[config.mk]
export PLATFORM = sky130hd
export DESIGN_NAME = fraction_decimal_expander_unit
export DESIGN_NICKNAME = d
export VERILOG_FILES = /design/src/rtl/core/fde_pkg.sv /design/src/rtl/core/fde_ram.sv /design/src/rtl/core/fde_datapath.sv /design/src/rtl/core/fde_ctrl.sv /design/src/rtl/core/fraction_decimal_expander_unit.sv
export SDC_FILE = /design/constraint.sdc
export NUM_CORES = 1
export LEC_CHECK = 0
export BUFFER_PORTS_ARGS = -buffer_cell sky130_fd_sc_hd__buf_2
export CAP_MARGIN = 15
export CORE_MARGIN = 4
export CORE_UTILIZATION = 35
export CTS_BUF_LIST = sky130_fd_sc_hd__clkbuf_4 sky130_fd_sc_hd__clkbuf_8
export DETAILED_ROUTE_END_ITERATION = 12
export GPL_ROUTABILITY_DRIVEN = 0
export PLACE_DENSITY_LB_ADDON = 0.2
export RECOVER_POWER = 25
export SLEW_MARGIN = 20
export SYNTH_ARGS = -nofsm -noshare
export SYNTH_HDL_FRONTEND = slang
export SYNTH_HIERARCHICAL = 1
export SYNTH_SLANG_ARGS = --single-unit
[constraint.sdc]
create_clock -name clock -period 6.8 [get_ports clock]
set_clock_uncertainty 0.05 [all_clocks]
set_input_delay 0.34 -clock clock [delete_from_list [all_inputs] [get_ports clock]]
set_output_delay 0.34 -clock clock [all_outputs]
set_load 0.1 [all_outputs]
[src/rtl/core/fde_pkg.sv]
package fde_pkg;

   localparam int MAX_DEN     = 64;
   localparam int MAX_RESULTS = 63;
   localparam int DIGIT_BASE  = 10;

   localparam int IN_W    = 7;
   localparam int DIGIT_W = 4;
   localparam int POS_W   = 6;

   // remainders are always below the denominator
   localparam int REM_W = $clog2(MAX_DEN);
   // remainder times ten, also wide enough for the denominator shifted by three
   localparam int DIV_W = REM_W + 4;
   // one restoring step per quotient bit of the digit
   localparam int DIV_STEPS = DIGIT_W;
   localparam int DIV_CNT_W = $clog2(DIV_STEPS);

   typedef struct packed {
      logic [IN_W-1:0] numerator;
      logic [IN_W-1:0] denominator;
   } req_type;

   typedef struct packed {
      logic [DIGIT_W-1:0] digit;
      logic               last;
      logic               repeating;
      logic [POS_W-1:0]   cycle_start;
      logic [POS_W-1:0]   cycle_end;
      logic               bad_input;
   } rsp_type;

   typedef struct packed {
      logic capture;
      logic start_run;
      logic emit_bad;
      logic step;
      logic div_step;
      logic emit_digit;
   } cmd_type;

   typedef struct packed {
      logic bad;
      logic out_free;
      logic last;
   } status_type;

endpackage

[src/rtl/core/fde_ram.sv]
module fde_ram #(
   parameter int WIDTH = 8,
   parameter int DEPTH = 64
) (
   input  logic                     clock,
   input  logic                     wr_en,
   input  logic [$clog2(DEPTH)-1:0] wr_addr,
   input  logic [WIDTH-1:0]         wr_data,
   input  logic [$clog2(DEPTH)-1:0] rd_addr,
   output logic [WIDTH-1:0]         rd_data
);

   logic [WIDTH-1:0] mem_ff [DEPTH];
   logic [WIDTH-1:0] rd_data_ff;

   always_ff @(posedge clock) begin
      if (wr_en) begin
         mem_ff[wr_addr] <= wr_data;
      end
      rd_data_ff <= mem_ff[rd_addr];
   end

   assign rd_data = rd_data_ff;

endmodule

[src/rtl/core/fde_datapath.sv]
module fde_datapath (
   input  logic               clock,
   input  logic               reset,
   input  fde_pkg::cmd_type   cmd,
   output fde_pkg::status_type status,
   input  fde_pkg::req_type   req_data,
   output logic               rsp_valid,
   input  logic               rsp_ready,
   output fde_pkg::rsp_type   rsp_data
);

   import fde_pkg::*;

   logic [IN_W-1:0]    num_ff, num_in;
   logic [IN_W-1:0]    den_ff, den_in;
   logic [REM_W-1:0]   rem_ff, rem_in;
   logic [POS_W-1:0]   cnt_ff, cnt_in;
   logic [DIV_W-1:0]   part_ff, part_in;
   logic [DIV_W-1:0]   dsh_ff, dsh_in;
   logic [DIGIT_W-1:0] quo_ff, quo_in;
   logic [MAX_DEN-1:0] seen_ff, seen_in;
   logic               out_valid_ff, out_valid_in;
   rsp_type            out_ff, out_in;

   logic [REM_W-1:0]   new_rem;
   logic [POS_W-1:0]   next_pos;
   logic [POS_W-1:0]   first_pos;
   logic               rem_zero;
   logic               hit;
   logic               at_limit;

   assign new_rem  = part_ff[REM_W-1:0];
   assign next_pos = cnt_ff + POS_W'(1);
   assign rem_zero = (new_rem == '0);
   assign hit      = !rem_zero && seen_ff[new_rem];
   assign at_limit = (cnt_ff == POS_W'(MAX_RESULTS));

   // position of first use for each remainder
   fde_ram #(
      .WIDTH (POS_W),
      .DEPTH (MAX_DEN)
   ) u_pos_ram (
      .clock   (clock),
      .wr_en   (cmd.step),
      .wr_addr (rem_ff),
      .wr_data (next_pos),
      .rd_addr (new_rem),
      .rd_data (first_pos)
   );

   always_comb begin
      num_in       = num_ff;
      den_in       = den_ff;
      rem_in       = rem_ff;
      cnt_in       = cnt_ff;
      part_in      = part_ff;
      dsh_in       = dsh_ff;
      quo_in       = quo_ff;
      seen_in      = seen_ff;
      out_valid_in = out_valid_ff;
      out_in       = out_ff;

      if (cmd.capture) begin
         num_in = req_data.numerator;
         den_in = req_data.denominator;
      end

      if (cmd.start_run) begin
         rem_in  = num_ff[REM_W-1:0];
         cnt_in  = '0;
         seen_in = '0;
      end

      if (cmd.step) begin
         cnt_in          = next_pos;
         seen_in[rem_ff] = 1'b1;
         // remainder times ten as two shifts
         part_in = DIV_W'({rem_ff, 3'b000}) + DIV_W'({rem_ff, 1'b0});
         dsh_in  = DIV_W'({den_ff, 3'b000});
         quo_in  = '0;
      end

      if (cmd.div_step) begin
         if (part_ff >= dsh_ff) begin
            part_in = part_ff - dsh_ff;
            quo_in  = {quo_ff[DIGIT_W-2:0], 1'b1};
         end else begin
            quo_in  = {quo_ff[DIGIT_W-2:0], 1'b0};
         end
         dsh_in = dsh_ff >> 1;
      end

      if (rsp_ready) begin
         out_valid_in = 1'b0;
      end

      if (cmd.emit_bad) begin
         out_valid_in       = 1'b1;
         out_in             = '0;
         out_in.last        = 1'b1;
         out_in.bad_input   = 1'b1;
      end

      if (cmd.emit_digit) begin
         rem_in             = new_rem;
         out_valid_in       = 1'b1;
         out_in.digit       = quo_ff;
         out_in.last        = rem_zero || hit || at_limit;
         out_in.repeating   = hit;
         out_in.cycle_start = hit ? first_pos : '0;
         out_in.cycle_end   = hit ? cnt_ff : '0;
         out_in.bad_input   = 1'b0;
      end
   end

   always_ff @(posedge clock) begin
      if (reset) begin
         out_valid_ff <= 1'b0;
         seen_ff      <= '0;
      end else begin
         out_valid_ff <= out_valid_in;
         seen_ff      <= seen_in;
      end
      num_ff  <= num_in;
      den_ff  <= den_in;
      rem_ff  <= rem_in;
      cnt_ff  <= cnt_in;
      part_ff <= part_in;
      dsh_ff  <= dsh_in;
      quo_ff  <= quo_in;
      out_ff  <= out_in;
   end

   assign status.bad      = (num_ff == '0) || (num_ff >= den_ff) ||
                            ({1'b0, den_ff} > (IN_W+1)'(MAX_DEN));
   assign status.out_free = !out_valid_ff || rsp_ready;
   assign status.last     = rem_zero || hit || at_limit;

   assign rsp_valid = out_valid_ff;
   assign rsp_data  = out_ff;

endmodule

[src/rtl/core/fde_ctrl.sv]
module fde_ctrl (
   input  logic                clock,
   input  logic                reset,
   input  logic                req_valid,
   output logic                req_ready,
   input  fde_pkg::status_type status,
   output fde_pkg::cmd_type    cmd
);

   import fde_pkg::*;

   typedef enum logic [2:0] {
      ST_IDLE,
      ST_CHECK,
      ST_STEP,
      ST_DIV,
      ST_LOOK,
      ST_DECIDE
   } state_type;

   state_type            state_ff, state_in;
   logic [DIV_CNT_W-1:0] div_cnt_ff, div_cnt_in;

   always_comb begin
      state_in   = state_ff;
      div_cnt_in = div_cnt_ff;
      cmd        = '0;
      req_ready  = 1'b0;

      unique case (state_ff)
         ST_IDLE: begin
            req_ready = 1'b1;
            if (req_valid) begin
               cmd.capture = 1'b1;
               state_in    = ST_CHECK;
            end
         end
         ST_CHECK: begin
            if (status.bad) begin
               if (status.out_free) begin
                  cmd.emit_bad = 1'b1;
                  state_in     = ST_IDLE;
               end
            end else begin
               cmd.start_run = 1'b1;
               state_in      = ST_STEP;
            end
         end
         ST_STEP: begin
            cmd.step   = 1'b1;
            div_cnt_in = '0;
            state_in   = ST_DIV;
         end
         ST_DIV: begin
            cmd.div_step = 1'b1;
            if (div_cnt_ff == DIV_CNT_W'(DIV_STEPS - 1)) begin
               state_in = ST_LOOK;
            end else begin
               div_cnt_in = div_cnt_ff + DIV_CNT_W'(1);
            end
         end
         ST_LOOK: begin
            state_in = ST_DECIDE;
         end
         ST_DECIDE: begin
            if (status.out_free) begin
               cmd.emit_digit = 1'b1;
               state_in       = status.last ? ST_IDLE : ST_STEP;
            end
         end
         default: begin
            state_in = ST_IDLE;
         end
      endcase
   end

   always_ff @(posedge clock) begin
      if (reset) begin
         state_ff   <= ST_IDLE;
         div_cnt_ff <= '0;
      end else begin
         state_ff   <= state_in;
         div_cnt_ff <= div_cnt_in;
      end
   end

endmodule

[src/rtl/core/fraction_decimal_expander_unit.sv]
// Fraction decimal expander.
// Input channel (req_*): one transfer carries numerator and denominator of a
// proper fraction. Result channel (rsp_*): one transfer per decimal digit by
// long division; the last one of a fraction has last set and, for a
// recurring decimal, the first and last digit positions of the cycle.
// A fraction outside 0 < numerator < denominator <= MAX_DEN gives a single
// result with bad_input and last set and no digits.
// An out-of-range fraction is caught by the range check, and its result is
// loaded into the output register once that register is free. A valid
// fraction passes the range check, then each digit goes through a step that
// records the remainder's position in the table RAM, the restoring division
// of remainder times ten (one quotient bit per step), the registered table
// read, and a decide step that loads the output register.
// A fraction gives at most 63 digits, and the next input is taken only once
// the controller is back in idle after the last result is loaded.
// The position table is a 64 x 6 RAM; per-remainder seen flags in flops are
// cleared all at once at the start of each fraction, so there is no sweep.
// Reset empties the output register and returns the controller to idle.
// When the receiver stalls, the pending result holds in the output register
// and the next digit waits in its decide step until the register frees up.
module fraction_decimal_expander_unit (
   input  logic             clock,
   input  logic             reset,
   input  logic             req_valid,
   output logic             req_ready,
   input  fde_pkg::req_type req_data,
   output logic             rsp_valid,
   input  logic             rsp_ready,
   output fde_pkg::rsp_type rsp_data
);

   import fde_pkg::*;

   cmd_type    cmd;
   status_type status;

   // sequencing: setup, per-digit step, division, table lookup, decide
   fde_ctrl u_ctrl (
      .clock     (clock),
      .reset     (reset),
      .req_valid (req_valid),
      .req_ready (req_ready),
      .status    (status),
      .cmd       (cmd)
   );

   // operands, divider, table RAM and output register
   fde_datapath u_datapath (
      .clock     (clock),
      .reset     (reset),
      .cmd       (cmd),
      .status    (status),
      .req_data  (req_data),
      .rsp_valid (rsp_valid),
      .rsp_ready (rsp_ready),
      .rsp_data  (rsp_data)
   );

endmodule

### After elaboration in Yosys (flattened, before gate mapping)

Memories as Yosys holds them, arrays and structs flattened. A register that Yosys moved wholly into a read port is not among the register bits.
Cells that the tools add are included.

* memories kept: 1
* input port bits: 18
* word-level logic and storage cells: 108
* output and inout bits: 21
* memory bits (read-only): 0
* memory bits (writable): 384
* register bits: 139
* bits in latches: 0

* multiply operators: 0
* eq/ne operators: 12
* multiplexer cells: 46
* divide/modulo/power cells: 0
* $lt $le $gt $ge: 6
* bitwise gates (word level): 1
* shift operators: 0
* add/sub/neg operators: 4
* reductions and logical operators: 20

Memories
* u_datapath.u_pos_ram.mem_ff: words 64, bits a word 6, read ports 1, clocked after Yosys merged registers in 1, write ports 1, line fde_ram.sv:13 `logic [WIDTH-1:0] mem_ff [DEPTH];`

Operators by type and width (count)
* 64-bit 2-to-1 mux: 2
* 64-bit OR: 1
* 19-bit 2-to-1 mux: 2
* 6-bit 2-to-1 mux: 6
* 10-bit 2-to-1 mux: 3
* 9-bit 2-to-1 mux: 2
* 3-bit one-hot mux with 6 select lines: 1
* 1-bit 2-to-1 mux: 17
* 3-bit 2-to-1 mux: 5
* 6-bit by 7-bit < comparator with 1-bit output (second input constant): 2
* 9-bit by 7-bit adder with 10-bit output: 1
* 10-bit greater-or-equal comparator: 1
* 2-bit nonzero test: 5
* 10-bit subtractor: 1
* 4-bit 2-to-1 mux: 2
* 7-bit greater-or-equal comparator: 1
* 7-bit > comparator (second input constant): 1
* 7-bit zero test: 1
* 6-bit by 1-bit adder with 6-bit output (second input constant): 1
* 1-bit binary-select mux with 6-bit select: 1
* 1-bit demux with 6-bit select: 1
* 3-bit by 2-bit equality test with 1-bit output (second input constant): 2
* 3-bit equality test (second input constant): 2
* 6-bit equality test (second input constant): 1
* 17 further kinds: 27

### Depth between registers and ports, before layout

Gate-level depths: netlist of the first run.

* word-level depth: 8
* gate-level depth with buffers: 14
* gate-level depth less buffers: 12

### Modules after synthesis

The synthesis of the first run kept the hierarchy.

By module, submodules not included
* fde_ram: seq. area each 11651.2 µm², area an instance 15225.9 µm², cells each 720, instances 1
* fde_datapath: seq. area each 3253.1 µm², area an instance 6283.5 µm², cells each 586, instances 1
* fde_ctrl: seq. area each 100.1 µm², area an instance 344.1 µm², cells each 40, instances 1

### Worst setup path after synthesis of the first run

No wires, ideal clock.

* kind: flip-flop to flip-flop
* start: register u_datapath.cnt_ff[0]
* end: memory u_datapath/u_pos_ram/mem_ff[0][4] (netlist bit), data pin
* cell stages (with the launch flop): 4
* data required time: 6.211 ns
* slack: 3.626 ns
* clock period less this slack: 3.174 ns
* setup time: 0.539 ns
* arrival: 2.584 ns
* path buffers: 0
* cell sequence: edfxtp_1 > ha_1 > and3_1 > xor2_1

* longest elaborated chain between the ends: 1

Ends and longest elaborated chain
* from (decl): line fde_datapath.sv:17 `logic [POS_W-1:0] cnt_ff, cnt_in;`
* from (signal assigned): line fde_datapath.sv:127 `cnt_ff <= cnt_in;`
* 6-bit by 1-bit adder with 6-bit output: line fde_datapath.sv:33 `assign next_pos = cnt_ff + POS_W'(1);`
* via u_datapath.next_pos[4]: line fde_datapath.sv:26 `logic [POS_W-1:0] next_pos;`
* to (decl): line fde_ram.sv:13

The timed path passes the listed nets, and every way through them passes these cells.

==> results of run 1 <==
[area by class of cell]
type                    instances  area (um2)
well taps                     837        1050
clock buffers                 122        1550
flip-flops and latches        529       15000
multi-input cells             710        6360
inverters                      31         118
repair buffers                 73         468
fillers                      5759       36900
clock inverters                39         223
[state kept, by name, indices dropped and copies added (netlist names)]
name / count
u_datapath/dsh_ff: 10
u_ctrl/div_cnt_ff: 2
u_datapath/seen_ff: 64
u_datapath/u_pos_ram/rd_data: 6
u_datapath/rsp_valid: 1
u_datapath/den_ff: 7
u_datapath/cnt_ff: 6
u_ctrl/state_ff: 3
u_datapath/num_ff: 7
u_datapath/u_pos_ram/mem_ff: 384
u_datapath/quo_ff: 4
u_datapath/rsp_data: 19
u_datapath/part_ff: 10
u_datapath/rem_ff: 6
[power by group through the flow]
stage | Clock (uW) | Sequential, uW | Combinational, uW
2_1_floorplan | 0 | 3770 | 1040
3_3_place_gp | 0 | 3840 | 1460
3_5_place_dp | 0 | 3840 | 1470
4_1_cts | 2890 | 3770 | 1490
5_1_grt | 3060 | 3780 | 1580
6_report | 2800 | 3770 | 1470
[worst min-delay path: stages]
cell and delay (ns):
buf_2 0.09, buf_4 0.32, nor2_1 0.16
[logic make-up after synthesis]
kind of cell,count (synthesis)
AO/OA/AOI/OAI,195
XOR/XNOR,12
adder cells (fa/ha/maj),25
buffers and inverters,107
flip-flops,529
multiplexers,151
AND/OR/NAND/NOR,327
[per-layer routing]
| layer | share of wire | track usage | vias to the layer above |
|---|---|---|---|
| met1 | 0.44 | 0.218 | 6259 |
| li1 | - | - | 5509 |
| met5 | 0 | 0 | - |
| met2 | 0.48 | 0.254 | 360 |
| met4 | 0.021 | 0.0445 | 0 |
| met3 | 0.060 | 0.0374 | 84 |
[how the worst min path moves through the flow]
| stage | slack [ns] | endpoint |
|---|---|---|
| final | 0.26 | u_datapath/seen_ff[43]$_SDFF_PP0_ |
| after global routing | 0.25 | u_datapath/seen_ff[14]$_SDFF_PP0_ |
| after CTS | 0.21 | u_datapath/seen_ff[4]$_SDFF_PP0_ |
| after detailed placement | 0.42 | u_datapath/seen_ff[59]$_SDFF_PP0_ |
| after global placement | 0.40 | u_datapath/seen_ff[58]$_SDFF_PP0_ |
| after floorplan | 0.36 | u_ctrl/div_cnt_ff[0]$_SDFFE_PP0P_ |
[metrics by stage]
step	setup slack (ns)	hold slack, ns	instance area (um2)	utilization	total power, uW
6_report	2.73	0.258	24800	0.402	8040
5_1_grt	2.45	0.246	24800	0.402	8420
4_1_cts	3.37	0.209	24800	0.402	8150
3_5_place_dp	3.38	0.417	22900	0.371	5310
3_3_place_gp	3.47	0.404	22900	0.371	5300
2_1_floorplan	3.63	0.359	21900	-	4800
[cell usage after synthesis (3+ instances only)]
cell,count
nand2b_1,12
mux4_2,95
a21oi_1,27
o22ai_1,17
xnor2_1,6
a22oi_1,60
nand3_1,17
a221oi_1,5
mux4_1,10
dfxtp_1,88
mux2i_1,31
nor2_1,155
a211oi_1,13
a32oi_1,5
ha_1,23
and2_4,9
nor3_1,15
clkbuf_1,43
nor3b_1,6
nand2_1,37
mux2_2,15
inv_1,31
o22a_1,7
buf_2,18
o21ai_0,17
xor2_1,6
and2_1,22
nor4_1,3
o21ai_1,7
nand4_1,6
or2_2,5
nand3b_1,5
a21o_1,8
nor2b_1,14
a32o_1,3
o221ai_1,11
and3_1,3
buf_6,9
edfxtp_1,441
[timing repair]
item,4_1_cts,5_1_grt
gates resized for setup,0,0
hold buffers,16,0
endpoints found under the hold margin,17,0
==> flow_summary.ini, run 1 <==
[critical_path]
r2r-end = u_datapath/u_pos_ram/mem_ff[17][4]$_DFFE_PP_
cp_top_family = simple AND/OR/NAND/NOR gates
endpoint_kind = register
cp_num_buf_inv = 1
crit_arrival_ns = 4.29
crit_type = register to register
cpPeakStageDelay_ns = 0.97
r2r_cells = 5
cp.depth = 5
r2r_slack_ns = 2.73
cp-start-kind = register
crit_end = u_datapath/u_pos_ram/mem_ff[17][4]$_DFFE_PP_
crit_path_cell_trace = or2b_1, nor2_2, clkbuf_1, nand3_1, nor2_1
crit_slowest_cell = clkbuf_1
rr_startpoint = u_ctrl/state_ff[1]$_SDFFE_PP0P_
path_max_fanout = 25
worstPathRequired_ns = 7.03
crit_start = u_ctrl/state_ff[1]$_SDFFE_PP0P_

[clocking]
root_buffer = clkbuf_8
cts_buffers = 90
clock_latency_ns = 0.67
cts_sinks = 529
tritoncts = built
cts.clk_slew.worst_paths_ns = 0.07
cts_buffer_depth = 3
htreeDepth = 3
post_cts_buffers = 0

[final_layout]
syn2layout_area_growth_pct = 13.4
final_common_cell = edfxtp_1
antennaDiodeCount = 0
most-common-layout-cells = 441 x edfxtp_1, 154 x nor2_1, 102 x clkbuf_8
nets = 1478
drive_gt1_frac = 0.213
stdcell_count = 2341

[die]
core_area_um2 = 61700
boundaryPins = 39
initial_utilization = 0.354
die_w_um = 258
die_h_um = 258
dieArea_um2 = 66500
rows = 91

[synthesis]
synth.distinct_cells = 72
synth_compound_gate_area_share = 0.0634
netlist_area_um2 = 21900
synthMuxAreaShare = 0.132
yosysWarnings = 6
synth_top_area_cell = edfxtp_1
synth_area_leaders = edfxtp_1 61%, mux4_2 9.8%, dfxtp_1 8.1%
yosys.area_share.simple = 0.0735
synthFlopType = edfxtp_1
yosys.area_share.adder = 0.0150
yosys_register_bits = 529
async_reset_ff_frac = 0
synth_edf_count = 441
yosysTopAreaCellShare = 0.606
syn_inst = 1346
synth_xor_area_frac = 0.00481
synth_nets = 1389
avgSynthCellArea_um2 = 16.2
synth_seq_area_share = 0.687
synth_top_family_by_area = multiplexers

[global_routing]
track_usage = 0.159
overflow = 0
grt_max_degree = 111
antenna_found_initial = 0
grt_pass1_vias = 12500
grt_first_pass_wirelength_um = 79500

[timing]
slew_headroom = -0.974
finalCriticalPeriod_ns = 4.07
rsz0062_at_grt = no
slew_viol_final = 204
final-setup-viol-count = 0
tightest_slew_ns = 2.96
setup_tns_ns = 0
fmax_ghz = 0.246
timing.final.crit_share = 0.598
hold_viol = 0

[pwr]
internal_power_uw = 5710
irDropWorstVdd_mv = 0.182
powerDensity_nw_per_um2 = 324
power_frac_comb = 0.183
switchingPower_uw = 2340
power.leakage_uw = 0.00790
switching_share = 0.290
clkPwrFrac = 0.349
seqPwrFrac = 0.469

[drt]
wl_um = 53000
drc = 0
avgRoutedWirePerCell_um = 22.6
first_pass_iters = 5
drtIter0Drc = 1079
via_per_inst = 5.22
ant_nets = 0
vias = 12200

[run_status]
status = finished with violations
violations = capacitance limit, slew limit

[min_path]
min_from = reset
hold_depth = 3
min_path_type = input port to register

[placed_design]
placed_cells = 2164
portBuffers = 38
hpwl_um = 31400

[run]
maxCapViolCount = 4
Note: power is estimated with default switching activity, not from simulation.
==> run 2: changes to the inputs <==
--- a/config.mk
+++ b/config.mk
@@ -5,6 +5,7 @@
 export SDC_FILE = /design/constraint.sdc
 export NUM_CORES = 1
 export LEC_CHECK = 0
+export ABC_AREA = 1
 export BUFFER_PORTS_ARGS = -buffer_cell sky130_fd_sc_hd__buf_2
 export CAP_MARGIN = 15
 export CORE_MARGIN = 4
==> constraint.sdc (replaced) <==
create_clock -name clock -period 4.05 [get_ports clock]
set_clock_uncertainty 0.05 [all_clocks]
set_input_delay 0.2025 -clock clock [delete_from_list [all_inputs] [get_ports clock]]
set_output_delay 0.2025 -clock clock [all_outputs]
set_load 0.1 [all_outputs]
==> flow_summary.ini, run 2 <==
[critical_path]
crit_arrival_ns = 3.74
r2r_slack_ns = 0.59
endpoint_kind = register
cp-start-kind = register
worstPathRequired_ns = 4.33
crit_type = register to register
path_max_fanout = 66

[die]
die_h_um = 264
boundaryPins = 39
initial_utilization = 0.354
die_w_um = 264
core_area_um2 = 64600
rows = 93
dieArea_um2 = 69500

[run]
maxCapViolCount = 3

[clocking]
postCtsResizedCells = 0
tritoncts = built
cts_buffer_depth = 3
clock_latency_ns = 0.67
htreeDepth = 3
cts.clk_slew.worst_paths_ns = 0.06
cts_buffers = 91
cts_sinks = 529
root_buffer = clkbuf_8

[drt]
via_per_inst = 5.00
ant_nets = 0
vias = 16200
drc = 0
wl_um = 60100
first_pass_iters = 6
drtIter0Drc = 1108
avgRoutedWirePerCell_um = 18.5

[final_layout]
final_common_cell = nand2_1
largest_reg_flops = 384
fillCellCount = 6387
drive_gt1_frac = 0.101
antennaDiodeCount = 0
top_register = u_datapath/u_pos_ram/mem_ff
syn2layout_area_growth_pct = 12.5
nets = 2361
most-common-layout-cells = 784 x nand2_1, 441 x edfxtp_1, 382 x nand3_1

[global_routing]
antenna_found_initial = 0
grt_first_pass_wirelength_um = 92500
grt_pass1_vias = 15800
track_usage = 0.169
grt_max_degree = 193
overflow = 0

[synthesis]
synth_area_leaders = edfxtp_1 58%, nand2_1 13%, nand3_1 8.4%
yosys-top-cells-count = 784 x nand2_1, 441 x edfxtp_1, 382 x nand3_1
yosys_register_bits = 529
async_reset_ff_frac = 0
synth_top_area_cell = edfxtp_1
synth_edf_count = 441
synth_nets = 2292
synth.distinct_cells = 44
yosysTopAreaCellShare = 0.579
yosysWarnings = 6
yosys.cell_count.top_type = nand2_1
netlist_area_um2 = 22900
synth_seq_area_share = 0.656
synthFlopType = edfxtp_1
avgSynthCellArea_um2 = 10.2
syn_inst = 2249

[timing]
fmax_ghz = 0.289
finalCriticalPeriod_ns = 3.46
rsz0062_at_grt = no
hold_viol = 0
slew_viol_final = 114
timing.final.crit_share = 0.855
slew_headroom = -0.710
final-setup-viol-count = 0
tightest_slew_ns = 2.57
setup_tns_ns = 0

[min_path]
min_path_type = input port to register

[pwr]
power.leakage_uw = 0.00948
irDropWorstVdd_mv = 0.452
p_total_uw = 17000
powerDensity_nw_per_um2 = 659

[placed_design]
portBuffers = 38
hpwl_um = 35400

[run_status]
status = finished with violations
violations = capacitance limit, slew limit
[run 2: cell types whose count changed after synthesis, moves of 17 or more]
| cell | before | now |
|---|---|---|
| buf_2 | 18 | 46 |
| o22ai_1 | 17 | 0 |
| nand2_1 | 37 | 784 |
| a21oi_1 | 27 | 88 |
| inv_1 | 31 | 91 |
| a22oi_1 | 60 | 0 |
| nand3_1 | 17 | 382 |
| mux2i_1 | 31 | 0 |
| nor2_1 | 155 | 94 |
| and2_1 | 22 | 0 |
| mux4_2 | 95 | 0 |
[run 2: path summary, 6_finish.rpt]
kind | cells after the start | endpoint | from
min | 2 | u_datapath/den_ff[5]$_DFFE_PP_ | req_data[5]
max reg2reg | 12 | u_datapath/cnt_ff[3]$_SDFFCE_PN0P_ | u_datapath/den_ff[0]$_DFFE_PP_
max | 12 | u_datapath/cnt_ff[3]$_SDFFCE_PN0P_ | u_datapath/den_ff[0]$_DFFE_PP_
min reg2reg | 2 | u_datapath/seen_ff[11]$_SDFF_PP0_ | u_datapath/seen_ff[11]$_SDFF_PP0_
[run 2: cell type report]
class                   count  area [um2]  share of cell area
repair buffers             95         649              0.0252
clock buffers             129        1590              0.0617
flip-flops and latches    529       15000               0.583
multi-input cells        1502        6840               0.266
clock inverters            33         191             0.00744
inverters                  99         389              0.0151
well taps                 855        1070              0.0416
[run 2: metal layers]
| layer | wire length (um) | global-route usage | vias to the layer above |
|---|---|---|---|
| li1 | - | - | 7839 |
| met1 | 26700 | 0.227 | 7856 |
| met2 | 29100 | 0.282 | 399 |
| met3 | 2970 | 0.0318 | 108 |
| met4 | 1330 | 0.0474 | 0 |
| met5 | 0 | 0 | - |
[run 2: per-stage QoR]
stage	util	hold slack, ns	cell area, um2	setup WS, ns	instances
2_1_floorplan	-	0.222	22900	1.20	2249
3_3_place_gp	0.369	0.331	23800	0.808	3062
3_5_place_dp	0.369	0.331	23900	0.795	3062
4_1_cts	0.400	0.125	25800	0.774	3242
5_1_grt	0.399	0.154	25700	0.288	3242
6_report	0.399	0.195	25700	0.588	3242
[run 2: cell families (layout without fill, tap and decap cells)]
| logic type | after synthesis | count (layout) | synth area share |
|---|---|---|---|
| AOI/OAI and AO/OA | 139 | 139 | 0.0323 |
| buffers and inverters | 218 | 356 | 0.0455 |
| adders and majority gates | 25 | 25 | 0.0143 |
| and+or+nand+nor | 1324 | 1324 | 0.247 |
| DFF | 529 | 529 | 0.656 |
| xor gates and xnor gates | 14 | 14 | 0.00536 |
[run 2: repair_timing]
action,in CTS,in global routing
hold buffers,18,0
endpoints found under the hold margin,53,0
buffers inserted,0,0
[run 2: worst max-delay path, cell delays in order (launching register included)]
cell,delay [ns]
edfxtp_1,0.43
ha_1,0.31
o21a_1,0.19
o21a_1,0.16
o21ai_0,0.13
nand2_1,0.07
a21oi_1,0.14
o21bai_1,0.13
inv_1,0.07
nand2_1,0.06
inv_1,0.08
clkinv_2,0.72
nand2_1,0.58
[run 2: where the power goes]
part	internal [uW]	switching (uW)	total, uW
sequential	6460	282	6740
clock	2590	2150	4740
combinational	1410	4080	5500
==> run 3: changes to the inputs <==
--- a/config.mk
+++ b/config.mk
@@ -15,6 +15,7 @@
 export GPL_ROUTABILITY_DRIVEN = 0
 export PLACE_DENSITY_LB_ADDON = 0.2
 export RECOVER_POWER = 25
+export REMOVE_ABC_BUFFERS = 1
 export SLEW_MARGIN = 20
 export SYNTH_ARGS = -nofsm -noshare
 export SYNTH_HDL_FRONTEND = slang
==> flow_summary.ini, run 3 (synthesis results as in run 2) <==
[final_layout]
drive_gt1_frac = 0.110
final_common_cell = nand2_1
nets = 2385
largest_reg_flops = 384
antennaDiodeCount = 0
top_register = u_datapath/u_pos_ram/mem_ff
syn2layout_area_growth_pct = 13.5
design_area_um2 = 26000
stdcell_count = 3271
most-common-layout-cells = 784 x nand2_1, 441 x edfxtp_1, 382 x nand3_1

[pwr]
power.leakage_uw = 0.00961
irDropWorstVdd_mv = 0.497
clkPwrFrac = 0.279
seqPwrFrac = 0.397
powerDensity_nw_per_um2 = 654
switchingPower_uw = 6530
internal_power_uw = 10500
switching_share = 0.384
power_frac_comb = 0.324

[die]
die_w_um = 264
dieArea_um2 = 69500
core_area_um2 = 64600
boundaryPins = 39
initial_utilization = 0.354
rows = 93
die_h_um = 264

[critical_path]
crit_type = register to register
crit_arrival_ns = 3.46
endpoint_kind = register
worstPathRequired_ns = 4.36
cp-start-kind = register
path_max_fanout = 35

[clocking]
cts_buffers = 90
tritoncts = built
cts_buffer_depth = 3
root_buffer = clkbuf_8
cts.clk_slew.worst_paths_ns = 0.06
post_cts_buffers = 0
htreeDepth = 3
cts_sinks = 529
clock_latency_ns = 0.67

[timing]
final-setup-viol-count = 0
tightest_slew_ns = 1.70
hold_viol = 0
fmax_ghz = 0.318
finalCriticalPeriod_ns = 3.15
finalWorstSetupSlack_ns = 0.902
hold_ws_ns = 0.209
slew_headroom = -0.134
rsz0062_at_grt = no
setup_tns_ns = 0
slew_viol_final = 132
timing.final.crit_share = 0.777

[placed_design]
postPlaceCellArea_um2 = 24100
place_ws_ns = 1.09
placed_cells = 3087
portBuffers = 38
hpwl_um = 36500

[drt]
drc = 0
via_per_inst = 4.99
wl_um = 60500
drtIter0Drc = 1205
first_pass_iters = 5
vias = 16300
avgRoutedWirePerCell_um = 18.5
ant_nets = 0

[global_routing]
grt_max_degree = 193
grt_first_pass_wirelength_um = 93000
overflow = 0
track_usage = 0.170
grt_pass1_vias = 16100
antenna_found_initial = 0

[min_path]
min_path_type = input port to register

[run_status]
violations = capacitance limit, slew limit
status = finished with violations

[run]
maxCapViolCount = 4
## run 3: changes by cell type in the layout (fill, tap and decap cells not counted), sizes merged
cell	change
buf	+25
clkbuf	-8
clkinvlp	+3
bufinv	+1
clkinv	+12
inv	-4
## run 3: worst paths after layout
path	start	endpoint	slack, ns	cells past startpoint
setup / recovery	u_datapath/cnt_ff[0]$_SDFFCE_PN0P_	u_datapath/u_pos_ram/mem_ff[40][3]$_DFFE_PP_	0.90	4
hold / removal	req_data[0]	u_datapath/den_ff[0]$_DFFE_PP_	0.21	2
setup reg to reg	u_datapath/cnt_ff[0]$_SDFFCE_PN0P_	u_datapath/u_pos_ram/mem_ff[40][3]$_DFFE_PP_	0.90	4
hold reg to reg	u_datapath/seen_ff[35]$_SDFF_PP0_	u_datapath/seen_ff[35]$_SDFF_PP0_	0.41	2
## run 3: cell type report
class / instances / area [um2]
clock buffer: 121 / 1520
clock inverter: 45 / 268
fill: 6310 / 38600
inverter: 99 / 387
multi-input combinational: 1502 / 6840
sequential: 529 / 15000
tap: 855 / 1070
timing repair buffer: 120 / 876
## run 3: power by group through the flow
stage	Clock, uW	Sequential, uW	Combinational [uW]
6_report	4740	6750	5500
5_1_grt	5170	6780	6090
4_1_cts	4890	6740	5570
3_5_place_dp	0	6850	5540
3_3_place_gp	0	6850	5520
2_1_floorplan	0	7270	3220
## run 3: stage by stage
step                 util  total power [uW]
floorplan               -             10500
CTS                 0.403             17200
finish              0.402             17000
global route        0.402             18000
detailed placement  0.373             12400
global placement    0.373             12400
## run 3: repair_timing
item,4_1_cts,5_1_grt
endpoints found under the hold margin,33,0
hold buffers,18,0
gates resized for setup,0,0
## run 3: routing by layer
metal | routed length, um | track usage | part of all wire
met1 | 26600 | 0.224 | 0.44
met2 | 29100 | 0.283 | 0.48
met4 | 1620 | 0.0566 | 0.027
met5 | 0 | 0 | 0
met3 | 3200 | 0.0332 | 0.053
## run 3: critical path, cell delays in order, from the launching register on
cell,delay (ns)
edfxtp_1,0.46
nand3_1,0.16
xor2_1,0.24
clkinvlp_2,1.17
buf_4,0.73
